$ cat src/hw/rtl/cgha_pkg.sv
// shared constants, types and helper functions of the chaos game hit accumulator
`timescale 1ns / 1ps

package cgha_pkg;

	localparam int SIDE        = 1024;
	localparam int MAX_CORNERS = 6;

	localparam int COORD_W     = 10;
	localparam int COUNT_W     = 9;
	localparam int SEL_W       = 3;
	localparam int CFG_W       = 20;
	localparam int REG_IDX_W   = 3;
	localparam int NUM_CORNERS = 6;
	localparam int ACT_W       = 2;

	localparam int IN_DATA_W   = 24;
	localparam int OUT_DATA_W  = 32;

	localparam int DEPTH       = SIDE * SIDE;
	localparam int ADDR_W      = $clog2(DEPTH);

	localparam int COORD_MAX   = (1 << COORD_W) - 1;
	localparam int HUE_LIMIT   = 360;
	localparam int MONO_LIMIT  = 256;

	localparam logic [COORD_W-1:0] START_ROW =
		COORD_W'((SIDE / 2 > COORD_MAX) ? COORD_MAX : SIDE / 2);

	localparam logic [ACT_W-1:0] ACT_PLOT    = 2'd0;
	localparam logic [ACT_W-1:0] ACT_READ    = 2'd1;
	localparam logic [ACT_W-1:0] ACT_RESTART = 2'd2;
	localparam logic [ACT_W-1:0] ACT_NONE    = 2'd3;

	localparam logic [ACT_W-1:0] KIND_PLOTTED   = 2'd0;
	localparam logic [ACT_W-1:0] KIND_READ      = 2'd1;
	localparam logic [ACT_W-1:0] KIND_RESTARTED = 2'd2;

	localparam logic [REG_IDX_W-1:0] REG_INCREMENT   = 3'd0;
	localparam logic [REG_IDX_W-1:0] REG_HUE_MODE    = 3'd1;
	localparam logic [REG_IDX_W-1:0] REG_CORNER_ZERO = 3'd2;

	typedef struct packed {
		logic                valid;
		logic [ACT_W-1:0]    kind;
		logic [COORD_W-1:0]  col;
		logic [COORD_W-1:0]  row;
		logic [ADDR_W-1:0]   addr;
		logic                in_pic;
	} req_t;

	typedef struct packed {
		logic [COUNT_W-1:0]  inc;
		logic                hue;
	} mode_t;

	function automatic logic [SEL_W-1:0] corner_sel(input logic [SEL_W-1:0] sel);
		return (sel >= SEL_W'(MAX_CORNERS)) ? sel - SEL_W'(MAX_CORNERS) : sel;
	endfunction

	function automatic logic in_picture(input logic [COORD_W-1:0] col,
			input logic [COORD_W-1:0] row);
		return (32'(col) < 32'(SIDE)) && (32'(row) < 32'(SIDE));
	endfunction

	function automatic logic [ADDR_W-1:0] pixel_index(input logic [COORD_W-1:0] col,
			input logic [COORD_W-1:0] row);
		return ADDR_W'(32'(row) * 32'(SIDE) + 32'(col));
	endfunction

endpackage

$ cat src/hw/rtl/cgha_front.sv
// config registers, point walk, request stage and ram read issue
`timescale 1ns / 1ps

module cgha_front import cgha_pkg::*; (
	input  logic                  clk,
	input  logic                  arst_n,
	input  logic                  cfg_we,
	input  logic [REG_IDX_W-1:0]  cfg_index,
	input  logic [CFG_W-1:0]      cfg_data,
	input  logic                  s_tvalid,
	output logic                  s_tready,
	input  logic [IN_DATA_W-1:0]  s_tdata,
	input  logic [ACT_W-1:0]      s_tuser,
	input  logic                  advance,
	input  logic                  clearing,
	output req_t                  req_s1,
	output mode_t                 mode,
	output logic                  rd_en,
	output logic [ADDR_W-1:0]     rd_addr
);

	logic [COUNT_W-1:0] inc_q;
	logic               hue_q;
	logic [CFG_W-1:0]   corners_q [NUM_CORNERS];
	logic [COORD_W-1:0] point_col_q;
	logic [COORD_W-1:0] point_row_q;

	logic               valid_s1;
	req_t               pay_s1;
	req_t               req_next;

	logic               accept;
	logic [CFG_W-1:0]   corner;
	logic [COORD_W-1:0] step_col;
	logic [COORD_W-1:0] step_row;

	assign s_tready = !clearing && advance;
	assign accept   = s_tvalid && s_tready;

	assign corner   = corners_q[corner_sel(s_tdata[2:0])];
	assign step_col = COORD_W'((11'(point_col_q) + 11'(corner[9:0])) >> 1);
	assign step_row = COORD_W'((11'(point_row_q) + 11'(corner[19:10])) >> 1);

	always_comb begin
		req_next        = '0;
		req_next.valid  = accept && (s_tuser != ACT_NONE);
		req_next.kind   = s_tuser;
		case (s_tuser)
			ACT_PLOT: begin
				req_next.col = step_col;
				req_next.row = step_row;
			end
			ACT_READ: begin
				req_next.col = s_tdata[12:3];
				req_next.row = s_tdata[22:13];
			end
			default: begin
				req_next.col = corners_q[0][9:0];
				req_next.row = START_ROW;
			end
		endcase
		req_next.in_pic = in_picture(req_next.col, req_next.row);
		req_next.addr   = pixel_index(req_next.col, req_next.row);
	end

	assign rd_en   = accept && ((s_tuser == ACT_PLOT) || (s_tuser == ACT_READ));
	assign rd_addr = req_next.addr;

	always_ff @(posedge clk or negedge arst_n) begin
		if (!arst_n) begin
			inc_q <= COUNT_W'(1);
			hue_q <= 1'b1;
			for (int i = 0; i < NUM_CORNERS; i++) begin
				corners_q[i] <= '0;
			end
		end else if (cfg_we) begin
			unique case (cfg_index)
				REG_INCREMENT: inc_q <= cfg_data[COUNT_W-1:0];
				REG_HUE_MODE:  hue_q <= cfg_data[0];
				default:       corners_q[3'(cfg_index - REG_CORNER_ZERO)] <= cfg_data;
			endcase
		end
	end

	always_ff @(posedge clk or negedge arst_n) begin
		if (!arst_n) begin
			point_col_q <= '0;
			point_row_q <= START_ROW;
		end else if (accept && ((s_tuser == ACT_PLOT) || (s_tuser == ACT_RESTART))) begin
			point_col_q <= req_next.col;
			point_row_q <= req_next.row;
		end
	end

	always_ff @(posedge clk or negedge arst_n) begin
		if (!arst_n) begin
			valid_s1 <= 1'b0;
		end else if (advance) begin
			valid_s1 <= req_next.valid;
		end
	end

	always_ff @(posedge clk) begin
		if (advance) begin
			pay_s1 <= req_next;
		end
	end

	always_comb begin
		req_s1       = pay_s1;
		req_s1.valid = valid_s1;
	end

	assign mode.inc = inc_q;
	assign mode.hue = hue_q;

endmodule

$ cat config.mk
export PLATFORM = sky130hd
export DESIGN_NAME = cgha_front
export DESIGN_NICKNAME = d
export VERILOG_FILES = /design/src/hw/rtl/cgha_pkg.sv /design/src/hw/rtl/cgha_front.sv
export SDC_FILE = /design/constraint.sdc
export NUM_CORES = 1
export LEC_CHECK = 0
export BUFFER_PORTS_ARGS = -buffer_cell sky130_fd_sc_hd__clkbuf_2
export CAP_MARGIN = 20
export CELL_PAD_IN_SITES_DETAIL_PLACEMENT = 0
export CELL_PAD_IN_SITES_GLOBAL_PLACEMENT = 1
export CORE_MARGIN = 5
export CORE_UTILIZATION = 49
export CTS_CLUSTER_DIAMETER = 200
export DETAILED_ROUTE_END_ITERATION = 12
export GPL_TIMING_DRIVEN = 0
export PLACE_DENSITY_LB_ADDON = 0.1
export RECOVER_POWER = 25
export SYNTH_ARGS = -nofsm -noshare
export SYNTH_HDL_FRONTEND = slang
export SYNTH_SLANG_ARGS = --single-unit
$ cat constraint.sdc
create_clock -name clk -period 11.9 [get_ports clk]
set_clock_uncertainty 0.2 [all_clocks]
set_input_delay 1.785 -clock clk [delete_from_list [all_inputs] [get_ports clk]]
set_output_delay 1.785 -clock clk [all_outputs]
set_load 0.01 [all_outputs]
# After elaboration in Yosys (flattened, before gate mapping)
# Index checks and enable logic that the tools add are counted.
dict set report totals {
  ff_bits 193
  input_bits 55
  output_inout_bits 76
  word_cells 54
}
dict set report classes {
  n_addsub 5
  magnitude_cmp 4
  eq_ne 4
  n_mux 8
  bitwise 3
  n_reduce_logical 15
}
# cell n
set op_table {}
lappend op_table {{bitwise mux 120 bit} 1}
lappend op_table {{binary-select mux 20 bit (select 3 bit)} 1}
lappend op_table {{demux 20 bit (select 3 bit)} 1}
lappend op_table {{two-way mux 20 bit} 3}
lappend op_table {{case mux 20 bit (2 select lines)} 1}
lappend op_table {{adder 10 x 10 -> 11 bit} 2}
lappend op_table {{adder 20 x 10 -> 20 bit} 1}
lappend op_table {{>= comparator 4 bit, second input constant} 2}
lappend op_table {{inverter 3 -> 4 bit} 2}
lappend op_table {{logical AND 1 bit} 6}
lappend op_table {{AND reduction 2 bit} 3}
lappend op_table {{< comparator 4 x 1 -> 1 bit, second input constant} 1}
lappend op_table {{equality test 3 x 1 -> 1 bit, second input constant} 1}
lappend op_table {{>= comparator 3 bit, second input constant} 1}
lappend op_table {{logical NOT 3 bit} 1}
lappend op_table {{two-way mux 3 bit} 1}
lappend op_table {{subtractor 3 x 2 -> 3 bit, second input constant} 1}
lappend op_table {{subtractor 3 bit, second input constant} 1}
lappend op_table {{equality test 2 x 1 -> 1 bit, second input constant} 1}
lappend op_table {{equality test 2 bit, second input constant} 1}
lappend op_table {{logical NOT 2 bit} 1}
lappend op_table {{logical OR 1 bit} 2}
lappend op_table {{!= test 2 bit, second input constant} 1}
lappend op_table {{OR reduction 2 bit} 1}
lappend op_table {{2 further kinds} 2}

# Longest topological paths before layout
dict set report logic_depth {
  ltp_word 9
  mapped_depth 17
  ltp_nobuf 13
}

# Worst setup path before layout
# OpenSTA, ideal clock, no wires.
dict set report synth_timing {
  kind {input to output}
  startpoint {input s_tdata[1]}
  endpoint {output rd_addr[9]}
  arrival_time_ns 4.837
  required_ns 9.915
  slack_ns 5.078
  cell_stages 17
  n_path_buf 4
  path_cell_list {buf_4 > and2b_2 > buf_6 > buf_2 > mux2i_1 > nor2_1 > a221oi_1 > a21oi_1 > fa_1 > a21o_1 > a211oi_1 > o21bai_1 > o31ai_1 > nor2_1 > a221oi_1 > nand2_1 > buf_4}
}
# item line_no
set synth_rtl {}
lappend synth_rtl {{from (decl)} cgha_front.sv:12} ;# input logic [IN_DATA_W-1:0] s_tdata,
lappend synth_rtl {{to (decl)} cgha_front.sv:19} ;# output logic [ADDR_W-1:0] rd_addr

==> metrics.txt <==
outcome finished with violations; failing checks max-capacitance violations, max-slew violations; antenna violations before repair 0; post-layout min period 8250 ps; WL/cell 19.5 µm; CP Class in -> async; final antenna-violating net count 0; register area 0.00444 mm²; final core utilization 0.587; largest area contributor in the netlist dfrtp_1; most frequent cell after synthesis dfrtp_1; Static Leakage 4.94 nW; Critical Path End Type asynchronous set/reset pin; Pwr Total 2.04 mW; Via density 5.57; Setup WS post-layout 3650 ps; footprint of the multi-input gates 0.00401 mm²; top cell type's share of synthesized area 0.409; Post-Syn Area per Cell 11.3 µm²; Worst-Skew Late Latency 430 ps; ANT cells 0; fillers 1614; # rows 49; data arrival time of the worst path 7660 ps; DP Wirelength 16700 µm; die area 0.0213 mm²; Slowest-stage cell, CP clkbuf_1; ys async rst share 0.873; final instance area 0.0106 mm²; kind of start point of the critical path input port; IO Port Bufs 124; predominant post-synthesis flop cell dfrtp_1; worst hold path class reg -> reg; first-pass GRT wire length 37100 µm; critical path cell sequence clkbuf_1 -> clkbuf_1; Unique masters post-synth 55; Area Overhead vs Synth 17.2%; Clock Tree Root clkbuf_16; sw frac 0.305; max incr delay on CP 2970 ps; Die Ht 146 µm; largest net degree at the start of global routing 78; Final Wtd Congestion 0.858; Routed Wire Length 23200 µm; CP top delay family buffers and inverters; Final Max Tran Viols 154; non-filler cells in the finished layout 1187; CP most frequent cell clkbuf_1; register bit total from synthesis 173; number of synthesized flops with an enable pin 22; Seq/Total Area, Yosys 0.490; Post-Synthesis Cells 801; hold_ws 301 ps; CTS Buf Count 17; pre-CTS WS 3810 ps; MaxCap Viol Count 2; unrepaired setup endpoints after global routing no; Syn Nets 876; crit share post-route 0.693; Starting Density 0.501; Placed Instances 1155; core region area 0.0181 mm²; Int Pwr 1.41 mW; share of cells above drive strength 1 0.357; Final Hold Viols 0; Clock power frac 0.297; Initial DRT Pass Iterations 4; Psw 0.622 mW; post-CTS sizing 0; final setup fails 0; DR iter-0 viols 285; Crit path buffers/inverters 2; Num Clock Sinks 173; sequential share of power 0.402; clk buf depth 2; setup TNS 0 ps; CTS tree built; I/O pin total 131; Fmax achieved 121 MHz; worst endpoint required time 11300 ps; hold_buf cts 0; mapped cell area 0.00906 mm²; Comb pwr share 0.301; Die W 146 µm; worst vdd ir 0.0967 mV; synth cell count leaders 148 x dfrtp_1, 134 x mux2_2, 91 x nand2_1; clock edge transition at the registers on the reported setup and hold paths 70 ps; area of placed instances 0.0100 mm²; Tot GR Track Use 0.221; H-tree depth 4; nets 1020; GRT overflow 0; vias 6612; CP Max Fanout 77; post-CTS setup buffer count 0; Pwr per Cell Area 192 mW/mm²; Worst Tran Pin Value 4090 ps; synth top area cells dfrtp_1 41%, mux2_2 17%, edfxtp_1 7.3%, mux2i_1 5.1%, nand2_1 3.8%; # DRC 0; Ys Warns 0; vias in the first global route 6743; Slew HR -1.72
==> final timing paths <==
check                      depth (start not counted)             end            from  slack, ps
setup / recovery                                   2   corners_q[82]          arst_n       3650
hold / removal                                     2  point_row_q[8]  point_row_q[8]        300
setup reg to reg                                  12      req_s1[10]  corners_q[101]       8280
hold reg to reg                                    2  point_row_q[8]  point_row_q[8]        300
max in group clk                                  16      rd_addr[9]      s_tdata[2]       3770
min in group asynchronous                          1   corners_q[15]          arst_n       2600
==> per-layer routing <==
layer,GRT usage,up-vias,share of wire
met5,0,-,0
met4,0.0674,0,0.016
met3,0.0489,31,0.060
met2,0.354,224,0.47
met1,0.302,3257,0.46
li1,-,3100,-
==> cell usage in the layout, fill, tap and decap left out, types with 3 or more instances in the layout <==
cell type	instances
mux2i_1	46
nand2_1	91
dfstp_2	3
or3_1	3
o31ai_1	8
ha_1	18
o21bai_1	3
buf_1	4
a21oi_1	36
nand3_1	10
nand4b_1	4
a221oi_1	17
clkbuf_2	120
inv_1	22
mux2_2	134
buf_6	3
clkinv_4	3
a211oi_1	5
dfrtp_1	148
nor3_1	3
xor2_1	6
clkbuf_1	42
o21ai_0	28
edfxtp_1	22
a21o_1	5
bufinv_16	4
xnor2_1	9
clkbuf_16	18
buf_4	45
nor2_1	43
nor2b_1	4
a22oi_1	4
o21a_1	4
and3_1	4
a22o_1	4
==> sequential cells by signal (all words and copies together), names as in the netlist <==
register / cells
req_s1: 22
corners_q: 120
inc_q: 9
valid_s1: 1
point_col_q: 10
hue_q: 1
point_row_q: 10
==> kinds of logic after synthesis <==
family / count (synthesis) / synth area share
compound gates: 126 / 0.0934
xor+xnor: 15 / 0.0145
fa+ha+maj: 20 / 0.0293
buf+inv: 110 / 0.0670
flops: 173 / 0.490
mux: 181 / 0.220
other cells: 1 / 0.000414
simple gates: 175 / 0.0851
==> area by class of cell <==
cell class,count,area share
clock inverter,9,0.0150
clock buffer,23,0.0461
tap,229,0.0270
buffer,88,0.0494
sequential,173,0.419
inverter,22,0.00778
multi-input combinational,518,0.378
timing repair buffer,125,0.0584
==> power by group through the flow <==
| stage | Clock [mW] | Combinational, mW | Sequential (mW) |
|---|---|---|---|
| 2_1_floorplan | 0 | 0.437 | 0.813 |
| 3_3_place_gp | 0 | 0.596 | 0.820 |
| 3_5_place_dp | 0 | 0.613 | 0.828 |
| 4_1_cts | 0.615 | 0.618 | 0.818 |
| 5_1_grt | 0.640 | 0.678 | 0.834 |
| 6_report | 0.605 | 0.613 | 0.819 |
==> worst register-to-register path: stages (launching register included) <==
cell	delay [ps]
dfrtp_1	450
mux2i_1	150
nor2_1	50
a221oi_1	220
a21oi_1	160
fa_1	500
a21o_1	220
a211oi_1	270
o21bai_1	160
o31ai_1	410
nor2_1	100
a221oi_1	330
nand2_1	130
(Power assumes the default switching activity.)
