--- config.mk ---
export PLATFORM = sky130hd
export DESIGN_NAME = cgha_back
export DESIGN_NICKNAME = d
export VERILOG_FILES = /design/src/hw/rtl/cgha_pkg.sv /design/src/hw/rtl/cgha_back.sv
export SDC_FILE = /design/constraint.sdc
export NUM_CORES = 1
export LEC_CHECK = 0
export ABC_CLOCK_PERIOD_IN_PS = 5040
export BUFFER_PORTS_ARGS = -buffer_cell sky130_fd_sc_hd__buf_2
export CAP_MARGIN = 0
export CORE_UTILIZATION = 53
export CTS_BUF_LIST = sky130_fd_sc_hd__clkbuf_2 sky130_fd_sc_hd__clkbuf_4 sky130_fd_sc_hd__clkbuf_8
export DETAILED_ROUTE_END_ITERATION = 10
export GPL_ROUTABILITY_DRIVEN = 0
export GPL_TIMING_DRIVEN = 0
export PLACE_DENSITY = 0.86
export SLEW_MARGIN = 40
export SYNTH_ARGS = -nofsm -noshare
export SYNTH_HDL_FRONTEND = slang
export SYNTH_SLANG_ARGS = --single-unit
--- constraint.sdc ---
create_clock -name clk -period 5.04 [get_ports clk]
set_input_delay 0.504 -clock clk [delete_from_list [all_inputs] [get_ports clk]]
set_output_delay 0.504 -clock clk [all_outputs]
set_load 0.03 [all_outputs]
--- src/hw/rtl/cgha_pkg.sv ---
// shared constants, types and helper functions of the chaos game hit accumulator
`timescale 1ns / 1ps

package cgha_pkg;

	localparam int SIDE        = 1024;
	localparam int MAX_CORNERS = 6;

	localparam int COORD_W     = 10;
	localparam int COUNT_W     = 9;
	localparam int SEL_W       = 3;
	localparam int CFG_W       = 20;
	localparam int REG_IDX_W   = 3;
	localparam int NUM_CORNERS = 6;
	localparam int ACT_W       = 2;

	localparam int IN_DATA_W   = 24;
	localparam int OUT_DATA_W  = 32;

	localparam int DEPTH       = SIDE * SIDE;
	localparam int ADDR_W      = $clog2(DEPTH);

	localparam int COORD_MAX   = (1 << COORD_W) - 1;
	localparam int HUE_LIMIT   = 360;
	localparam int MONO_LIMIT  = 256;

	localparam logic [COORD_W-1:0] START_ROW =
		COORD_W'((SIDE / 2 > COORD_MAX) ? COORD_MAX : SIDE / 2);

	localparam logic [ACT_W-1:0] ACT_PLOT    = 2'd0;
	localparam logic [ACT_W-1:0] ACT_READ    = 2'd1;
	localparam logic [ACT_W-1:0] ACT_RESTART = 2'd2;
	localparam logic [ACT_W-1:0] ACT_NONE    = 2'd3;

	localparam logic [ACT_W-1:0] KIND_PLOTTED   = 2'd0;
	localparam logic [ACT_W-1:0] KIND_READ      = 2'd1;
	localparam logic [ACT_W-1:0] KIND_RESTARTED = 2'd2;

	localparam logic [REG_IDX_W-1:0] REG_INCREMENT   = 3'd0;
	localparam logic [REG_IDX_W-1:0] REG_HUE_MODE    = 3'd1;
	localparam logic [REG_IDX_W-1:0] REG_CORNER_ZERO = 3'd2;

	typedef struct packed {
		logic                valid;
		logic [ACT_W-1:0]    kind;
		logic [COORD_W-1:0]  col;
		logic [COORD_W-1:0]  row;
		logic [ADDR_W-1:0]   addr;
		logic                in_pic;
	} req_t;

	typedef struct packed {
		logic [COUNT_W-1:0]  inc;
		logic                hue;
	} mode_t;

	function automatic logic [SEL_W-1:0] corner_sel(input logic [SEL_W-1:0] sel);
		return (sel >= SEL_W'(MAX_CORNERS)) ? sel - SEL_W'(MAX_CORNERS) : sel;
	endfunction

	function automatic logic in_picture(input logic [COORD_W-1:0] col,
			input logic [COORD_W-1:0] row);
		return (32'(col) < 32'(SIDE)) && (32'(row) < 32'(SIDE));
	endfunction

	function automatic logic [ADDR_W-1:0] pixel_index(input logic [COORD_W-1:0] col,
			input logic [COORD_W-1:0] row);
		return ADDR_W'(32'(row) * 32'(SIDE) + 32'(col));
	endfunction

endpackage

--- src/hw/rtl/cgha_back.sv ---
// count update with forwarding, ram write, clearing pass and output register
`timescale 1ns / 1ps

module cgha_back import cgha_pkg::*; (
	input  logic                  clk,
	input  logic                  arst_n,
	input  req_t                  req_s1,
	input  mode_t                 mode,
	input  logic [COUNT_W-1:0]    rd_data,
	output logic                  advance,
	output logic                  clearing,
	output logic                  wr_en,
	output logic [ADDR_W-1:0]     wr_addr,
	output logic [COUNT_W-1:0]    wr_data,
	output logic                  m_tvalid,
	input  logic                  m_tready,
	output logic [OUT_DATA_W-1:0] m_tdata,
	output logic [ACT_W-1:0]      m_tuser
);

	logic               clr_busy_q;
	logic [ADDR_W-1:0]  clr_addr_q;

	logic               last_valid_q;
	logic [ADDR_W-1:0]  last_addr_q;
	logic [COUNT_W-1:0] last_data_q;

	logic               out_valid_q;
	logic [ACT_W-1:0]   out_kind_q;
	logic [COORD_W-1:0] out_col_q;
	logic [COORD_W-1:0] out_row_q;
	logic [COUNT_W-1:0] out_count_q;

	logic               fire;
	logic               plot_wr;
	logic [COUNT_W-1:0] old_count;
	logic [COUNT_W:0]   sum;
	logic [COUNT_W-1:0] new_count;
	logic [COUNT_W-1:0] res_count;

	assign clearing = clr_busy_q;
	assign fire     = req_s1.valid && (!out_valid_q || m_tready);
	assign advance  = !req_s1.valid || fire;

	// the write of the item just ahead lands at the edge this item's read was taken
	assign old_count = (last_valid_q && (last_addr_q == req_s1.addr)) ? last_data_q : rd_data;
	assign sum       = (COUNT_W + 1)'(old_count) + (COUNT_W + 1)'(mode.inc);

	always_comb begin
		if (mode.hue) begin
			new_count = (sum < (COUNT_W + 1)'(HUE_LIMIT)) ? COUNT_W'(sum) : COUNT_W'(HUE_LIMIT);
		end else begin
			new_count = (sum < (COUNT_W + 1)'(MONO_LIMIT)) ? COUNT_W'(sum) : old_count;
		end
		case (req_s1.kind)
			KIND_PLOTTED: res_count = req_s1.in_pic ? new_count : '0;
			KIND_READ:    res_count = req_s1.in_pic ? old_count : '0;
			default:      res_count = '0;
		endcase
	end

	assign plot_wr = fire && (req_s1.kind == KIND_PLOTTED) && req_s1.in_pic;

	assign wr_en   = clr_busy_q || plot_wr;
	assign wr_addr = clr_busy_q ? clr_addr_q : req_s1.addr;
	assign wr_data = clr_busy_q ? '0 : new_count;

	always_ff @(posedge clk or negedge arst_n) begin
		if (!arst_n) begin
			clr_busy_q <= 1'b1;
			clr_addr_q <= '0;
		end else if (clr_busy_q) begin
			clr_addr_q <= clr_addr_q + 1'b1;
			if (clr_addr_q == ADDR_W'(DEPTH - 1)) begin
				clr_busy_q <= 1'b0;
			end
		end
	end

	always_ff @(posedge clk or negedge arst_n) begin
		if (!arst_n) begin
			last_valid_q <= 1'b0;
		end else if (plot_wr) begin
			last_valid_q <= 1'b1;
		end
	end

	always_ff @(posedge clk) begin
		if (plot_wr) begin
			last_addr_q <= req_s1.addr;
			last_data_q <= new_count;
		end
	end

	always_ff @(posedge clk or negedge arst_n) begin
		if (!arst_n) begin
			out_valid_q <= 1'b0;
		end else if (fire) begin
			out_valid_q <= 1'b1;
		end else if (m_tready) begin
			out_valid_q <= 1'b0;
		end
	end

	always_ff @(posedge clk) begin
		if (fire) begin
			out_kind_q  <= req_s1.kind;
			out_col_q   <= req_s1.col;
			out_row_q   <= req_s1.row;
			out_count_q <= res_count;
		end
	end

	assign m_tvalid = out_valid_q;
	assign m_tuser  = out_kind_q;
	assign m_tdata  = {(OUT_DATA_W - COUNT_W - 2 * COORD_W)'(0), out_count_q, out_row_q,
		out_col_q};

	a_no_item_while_clearing: assert property (@(posedge clk) disable iff (!arst_n)
		clr_busy_q |-> !req_s1.valid)
		else $error("request stage busy during clearing pass");

	a_count_limit: assert property (@(posedge clk) disable iff (!arst_n)
		(wr_en && !clr_busy_q) |-> (wr_data <= COUNT_W'(HUE_LIMIT)))
		else $error("stored count above hue limit");

	a_fire_shows_result: assert property (@(posedge clk) disable iff (!arst_n)
		fire |=> out_valid_q)
		else $error("finished item not presented");

	a_restart_zero: assert property (@(posedge clk) disable iff (!arst_n)
		(out_valid_q && (out_kind_q == KIND_RESTARTED)) |-> (out_count_q == '0))
		else $error("restart result with nonzero count");

endmodule
[Word-level counts from Yosys, hierarchy flattened]
Cells that the tools add are included.
Cells by class
  eq/ne operators: 3
  add/sub/neg operators: 2
  reductions and logical operators: 11
  muxes and demuxes: 13
  order comparisons: 2
Operators by type and width (number)
  9-bit 2-to-1 mux: 7
  20-bit by 1-bit adder with 20-bit output (second input constant): 1
  20-bit equality test: 1
  20-bit equality test (second input constant): 1
  10-bit by 9-bit less-than comparator with 1-bit output (second input constant): 2
  20-bit 2-to-1 mux: 1
  9-bit case mux with 2 select lines: 1
  9-bit by 9-bit adder with 10-bit output: 1
  1-bit logical AND: 4
  1-bit 2-to-1 mux: 4
  1-bit logical OR: 3
  2-bit by 1-bit equality test with 1-bit output (second input constant): 1
  1-bit logical NOT: 2
  2-bit logical NOT: 1
  2-bit nonzero test: 1
Storage, ports and cells
  register bits after elaboration: 83
  input port bits: 66
  output and inout bits: 67
  word-level logic and storage cells: 41

[Depth between registers and ports, before layout]
  depth in word-level cells: 9
  depth in mapped cells: 16
  depth with buffers taken out: 15

[Worst setup path before layout]
No wires, ideal clock.
  path type: in2out
  start point: input req_s1[7] in the netlist's numbering
  end point: output wr_data[1]
  stages: 13
  data required time: 4.536 ns
  setup slack: 0.263 ns
  arrival: 4.273 ns
  cells stage by stage: xor2_1 -> nor4_1 -> nand4_1 -> nor2_4 -> mux2i_1 -> inv_1 -> ha_1 -> a211oi_2 -> o21a_1 -> nor4b_1 -> a2111o_1 -> o31a_4 -> o32ai_1
Between the ends
  word-level cells in the longest chain between the ends: 8
  elaborated cells on any way between the ends: 10
  classes of those cells: add/sub: 1; order compare: 2; eq/ne: 1; mux: 5; reduce/logical: 1
Ends and longest elaborated chain
  from (decl): line cgha_back.sv:7  | input req_t req_s1,
  20-bit equality test *: line cgha_back.sv:46  | assign old_count = (last_valid_q && (last_addr_q == req_s1.addr)) ? last_data_q : rd_data;
  1-bit logical AND *: line cgha_back.sv:46
  9-bit 2-to-1 mux *: line cgha_back.sv:46
  9-bit by 9-bit adder with 10-bit output: line cgha_back.sv:47  | assign sum = (COUNT_W + 1)'(old_count) + (COUNT_W + 1)'(mode.inc);
  10-bit by 9-bit less-than comparator with 1-bit output (on tied branches): line cgha_back.sv:53, cgha_back.sv:51
  9-bit 2-to-1 mux (on tied branches): line cgha_back.sv:53, cgha_back.sv:51
  9-bit 2-to-1 mux *: line cgha_back.sv:50  | if (mode.hue) begin
  9-bit 2-to-1 mux *: line cgha_back.sv:66  | assign wr_data = clr_busy_q ? '0 : new_count;
  to (decl): line cgha_back.sv:14  | output logic [COUNT_W-1:0] wr_data,
Mark *: on every way between the ends. The rest lies on a longest branch, timed or not.

[Final worst setup path]
  start point: register last_addr_q[6]
  end point: output wr_data[4]
Between the ends
  word-level cells in the longest chain between the ends: 8
  elaborated cells on any way between the ends: 10
  classes of those cells: add/sub: 1; order compare: 2; eq/ne: 1; mux: 5; reduce/logical: 1
Ends and longest elaborated chain
  from (decl): line cgha_back.sv:25  | logic [ADDR_W-1:0] last_addr_q;
  from (signal assigned): line cgha_back.sv:90  | last_addr_q <= req_s1.addr;
  20-bit equality test *: line cgha_back.sv:46
  1-bit logical AND *: line cgha_back.sv:46
  9-bit 2-to-1 mux *: line cgha_back.sv:46
  9-bit by 9-bit adder with 10-bit output: line cgha_back.sv:47
  10-bit by 9-bit less-than comparator with 1-bit output (on tied branches): line cgha_back.sv:53, cgha_back.sv:51
  9-bit 2-to-1 mux (on tied branches): line cgha_back.sv:53, cgha_back.sv:51
  9-bit 2-to-1 mux *: line cgha_back.sv:50
  9-bit 2-to-1 mux *: line cgha_back.sv:66
Marked as above.

==> impl_metrics.tcl <==
set metrics [dict create \
    grt_util_all_layers_pct 25.4 \
    pin_count 133 \
    seq_area_frac_synth_pct 55.0 \
    synthFlopType "edfxtp_1" \
    grt_pass1_vias 3447 \
    crit_path_max_fanout 7 \
    power_density_nw_per_um2 277 \
    die_area_um2 8530 \
    critPathArrivalTime_ns 4.46 \
    finalWirelength_um 11700 \
    drv_slew 0 \
    place_ws_ns -0.416 \
    synth.distinct_cells 61 \
    area_growth_syn_to_layout_pct 34.0 \
    worstMarginPinSlew_ns 0.716 \
    placement_rows 32 \
    hold_viol_final 0 \
    numCtsBuffers 9 \
    drtIter0Drc 299 \
    initial_utilization_pct 55.4 \
    max_cap_violations 0 \
    fin_crit_ns 4.97 \
    dp.cells 579 \
    hpwl_um 7570 \
    power_switching_uw 504 \
    syn_area_per_cell_um2 12.5 \
    setup_ws_ns 0.0727 \
    layout.cells.non_filler 616 \
    fillers 525 \
    core_region_area_um2 7810 \
    via_per_inst 5.83 \
    synth_edf_count 60 \
    worstPathCellList "xor2_1 -> nor4_1 -> nand4_1 -> nor2_4 -> buf_6 -> buf_4 -> mux2_4 -> ha_4 -> buf_6 -> a21o_1 -> a2111oi_4 -> nand2_1 -> o211a_4 -> o31a_4 -> o32ai_2 -> buf_4" \
    fin_hold_ws_ns 0.117 \
    crit_type "flop to primary output" \
    hold_buffers 0 \
    p_comb_share_pct 25.5 \
    switching_share_pct 31.4 \
    synthArstFlopShare_pct 27.7 \
    pwr-share-clk_pct 26.9 \
    io_buffers 129 \
    synth_seq_cells 83 \
    cp-start-kind "flop" \
    period_share_pct 98.6 \
    wl_per_cell_um 19.1 \
    syn_inst 346 \
    die_y_um 92.4 \
    drtPass1Iterations 5 \
    grt-ovfl-total 0 \
    clkTransAtPathRegs_ns 0.09 \
    antenna_found_initial 0 \
    outcome "completed" \
    tritoncts "yes" \
    fp.dieW_um 92.4 \
    ant_nets 0 \
    antenna_cells 0 \
    cts_buffer_depth 2 \
    finClkSkew_ns 0.0136 \
    finalSetupViolations 0 \
    grt_pass1_wl_um 16600 \
    yosys_warnings 0 \
    cts-htree-levels 3 \
    route.detailed.drc 0 \
    hold_class "input pin to asynchronous set/reset pin" \
    p_int_mw 1.10 \
    clk_latency_ns 0.36 \
    cp_slowest_cell "o31a_4" \
    syn_area_um2 4330 \
    vias 3593 \
    final_net_count 586 \
    cts_root_buf "clkbuf_8" \
    drive_above_1_share_pct 47.1 \
    required_ns 4.54 \
    pwr-share-seq_pct 47.7 \
    fmax_ghz 0.201 \
    worstSetupEndpointType "primary output" \
    grt_max_degree 33 \
    cp_slowest_stage_delay_ns 0.40 \
    maxSlewHeadroom_pct 52.3 \
    clock_sinks 83 \
    ir_worst_vdd_mv 0.190 \
    leakage_nw 2.42 \
]
-- cell usage in the layout (no fill, tap or decap), drive strengths merged, types with 3 or more instances in the layout --
master | netlist | layout
buf | 6 | 156
edfxtp | 60 | 60
xor2 | 26 | 26
dfrtp | 22 | 22
inv | 20 | 22
mux2 | 21 | 21
nand2 | 20 | 20
xnor2 | 17 | 17
nor2 | 15 | 15
clkbuf | 6 | 15
nand3 | 12 | 12
ha | 10 | 10
o21ai | 8 | 8
o32ai | 8 | 8
nand2b | 7 | 7
a21oi | 7 | 7
and3 | 6 | 6
a221oi | 6 | 6
o21a | 5 | 5
mux2i | 5 | 5
o22ai | 5 | 5
a21o | 5 | 5
nor3 | 4 | 4
nand4 | 4 | 4
nor4 | 4 | 4
conb | 1 | 3
clkinvlp | 0 | 3
a211oi | 3 | 3
and2 | 3 | 3
-- path summary, 6_finish.rpt --
path	start	endpoint	slack (ns)	cells past startpoint
worst min-delay path	arst_n	clr_addr_q[13]$_DFFE_PN0P_	0.12	1
min in group clk	req_s1[35]	out_col_q[4]$_DFFE_PP_	0.32	1
max in group asynchronous	arst_n	clearing$_DFF_PN1_	4.55	1
worst max-delay path	last_addr_q[6]$_DFFE_PP_	wr_data[4]	0.07	16
worst max register to register	last_addr_q[6]$_DFFE_PP_	out_count_q[6]$_DFFE_PP_	0.74	17
worst min register to register	last_valid_q$_DFFE_PN0P_	last_valid_q$_DFFE_PN0P_	0.49	1
-- final cells by class --
cell class                 count  area, um^2  share of cell area [%]
sequential                    83        2380                    41.0
multi-input combinational    233        2130                    36.7
timing repair buffer         150         828                    14.3
tap                          102         128                    2.20
clock buffer                   9         124                    2.14
buffer                        12        82.6                    1.42
inverter                      20        75.1                    1.29
clock inverter                 7        52.6                   0.906
-- what timing repair did --
action                                  4_1_cts  5_1_grt
buffers inserted                              5       16
pin swaps                                     2       13
endpoints found under the setup margin        9        9
gates resized for setup                      15       51
endpoints found under the hold margin         0        0
-- logic make-up (layout without fill, tap and decap cells) --
logic type | count (synthesis) | count (layout) | share of synthesized area, %
DFF | 83 | 83 | 55.0
and+or+nand+nor | 83 | 83 | 9.86
AOI/OAI and AO/OA | 67 | 67 | 12.8
xor gates and xnor gates | 43 | 43 | 8.70
buffers and inverters | 32 | 198 | 3.56
muxes | 26 | 26 | 6.62
adders and majority gates | 11 | 11 | 3.35
other | 1 | 3 | 0.0867
-- through the flow --
stage               TNS [ns]  total power [mW]  area, um^2  util, %
floorplan                  0              1.00        4330        -
global placement       -2.11              1.09        5110     65.4
detailed placement     -2.65              1.10        5110     65.4
CTS                   -0.126              1.54        5380     69.0
global route          -0.801              1.66        5800     74.3
finish                     0              1.61        5800     74.3
-- power groups by stage --
stage | logic [mW] | registers, mW | clock network (mW)
3_5_place_dp | 0.324 | 0.781 | 0
5_1_grt | 0.432 | 0.768 | 0.458
3_3_place_gp | 0.315 | 0.780 | 0
2_1_floorplan | 0.192 | 0.810 | 0
4_1_cts | 0.336 | 0.766 | 0.436
6_report | 0.409 | 0.766 | 0.431
-- cells in the mapped netlist, types with 2 or more instances --
master	count	area share [%]
a211oi_1	2	0.35
a21o_1	4	0.69
a21oi_1	7	0.81
a221oi_1	6	1.2
a22oi_1	2	0.35
a311oi_1	2	0.40
and2_1	3	0.43
and3_1	6	0.87
buf_4	3	0.52
buf_6	3	0.78
clkbuf_1	6	0.52
dfrtp_1	22	13
edfxtp_1	60	42
ha_1	10	2.9
inv_1	20	1.7
mux2_2	21	5.5
mux2i_1	5	1.2
nand2_1	20	1.7
nand2b_1	7	1.0
nand3_1	12	1.4
nand4_1	4	0.58
nor2_1	14	1.2
nor3_1	4	0.46
nor4_1	4	0.58
o21a_1	5	0.87
o21ai_0	7	0.81
o221a_2	2	0.52
o22ai_1	4	0.58
o32ai_1	6	1.2
o32ai_2	2	0.75
or3_1	2	0.29
xnor2_1	17	3.4
xor2_1	26	5.3
-- state kept, by name, summed over array words and instances, names as in the netlist --
| signal | cells |
|---|---|
| out_row_q | 10 |
| last_addr_q | 20 |
| last_valid_q | 1 |
| out_col_q | 10 |
| m_tvalid | 1 |
| last_data_q | 9 |
| out_count_q | 9 |
| clearing | 1 |
| clr_addr_q | 20 |
| m_tuser | 2 |
-- critical path, delay by kind of cell (launching register included) --
kind / cells / cell delay (ns)
compound gates: 5 / 1.45
simple gates: 4 / 0.98
buf+inv: 4 / 0.57
flops: 1 / 0.39
mux: 1 / 0.32
fa+ha+maj: 1 / 0.22
xor+xnor: 1 / 0.19
-- per-layer routing --
layer  vias up  wire length (um)  GRT usage [%]  part of all wire [%]
met2       225              5870           43.1                    50
met4         0               509           7.55                   4.3
li1       1611                 -              -                     -
met5         -                 0              0                     0
met1      1704              4360           32.1                    37
met3        53               993           6.32                   8.5
Note: power is estimated with default switching activity, not from simulation.
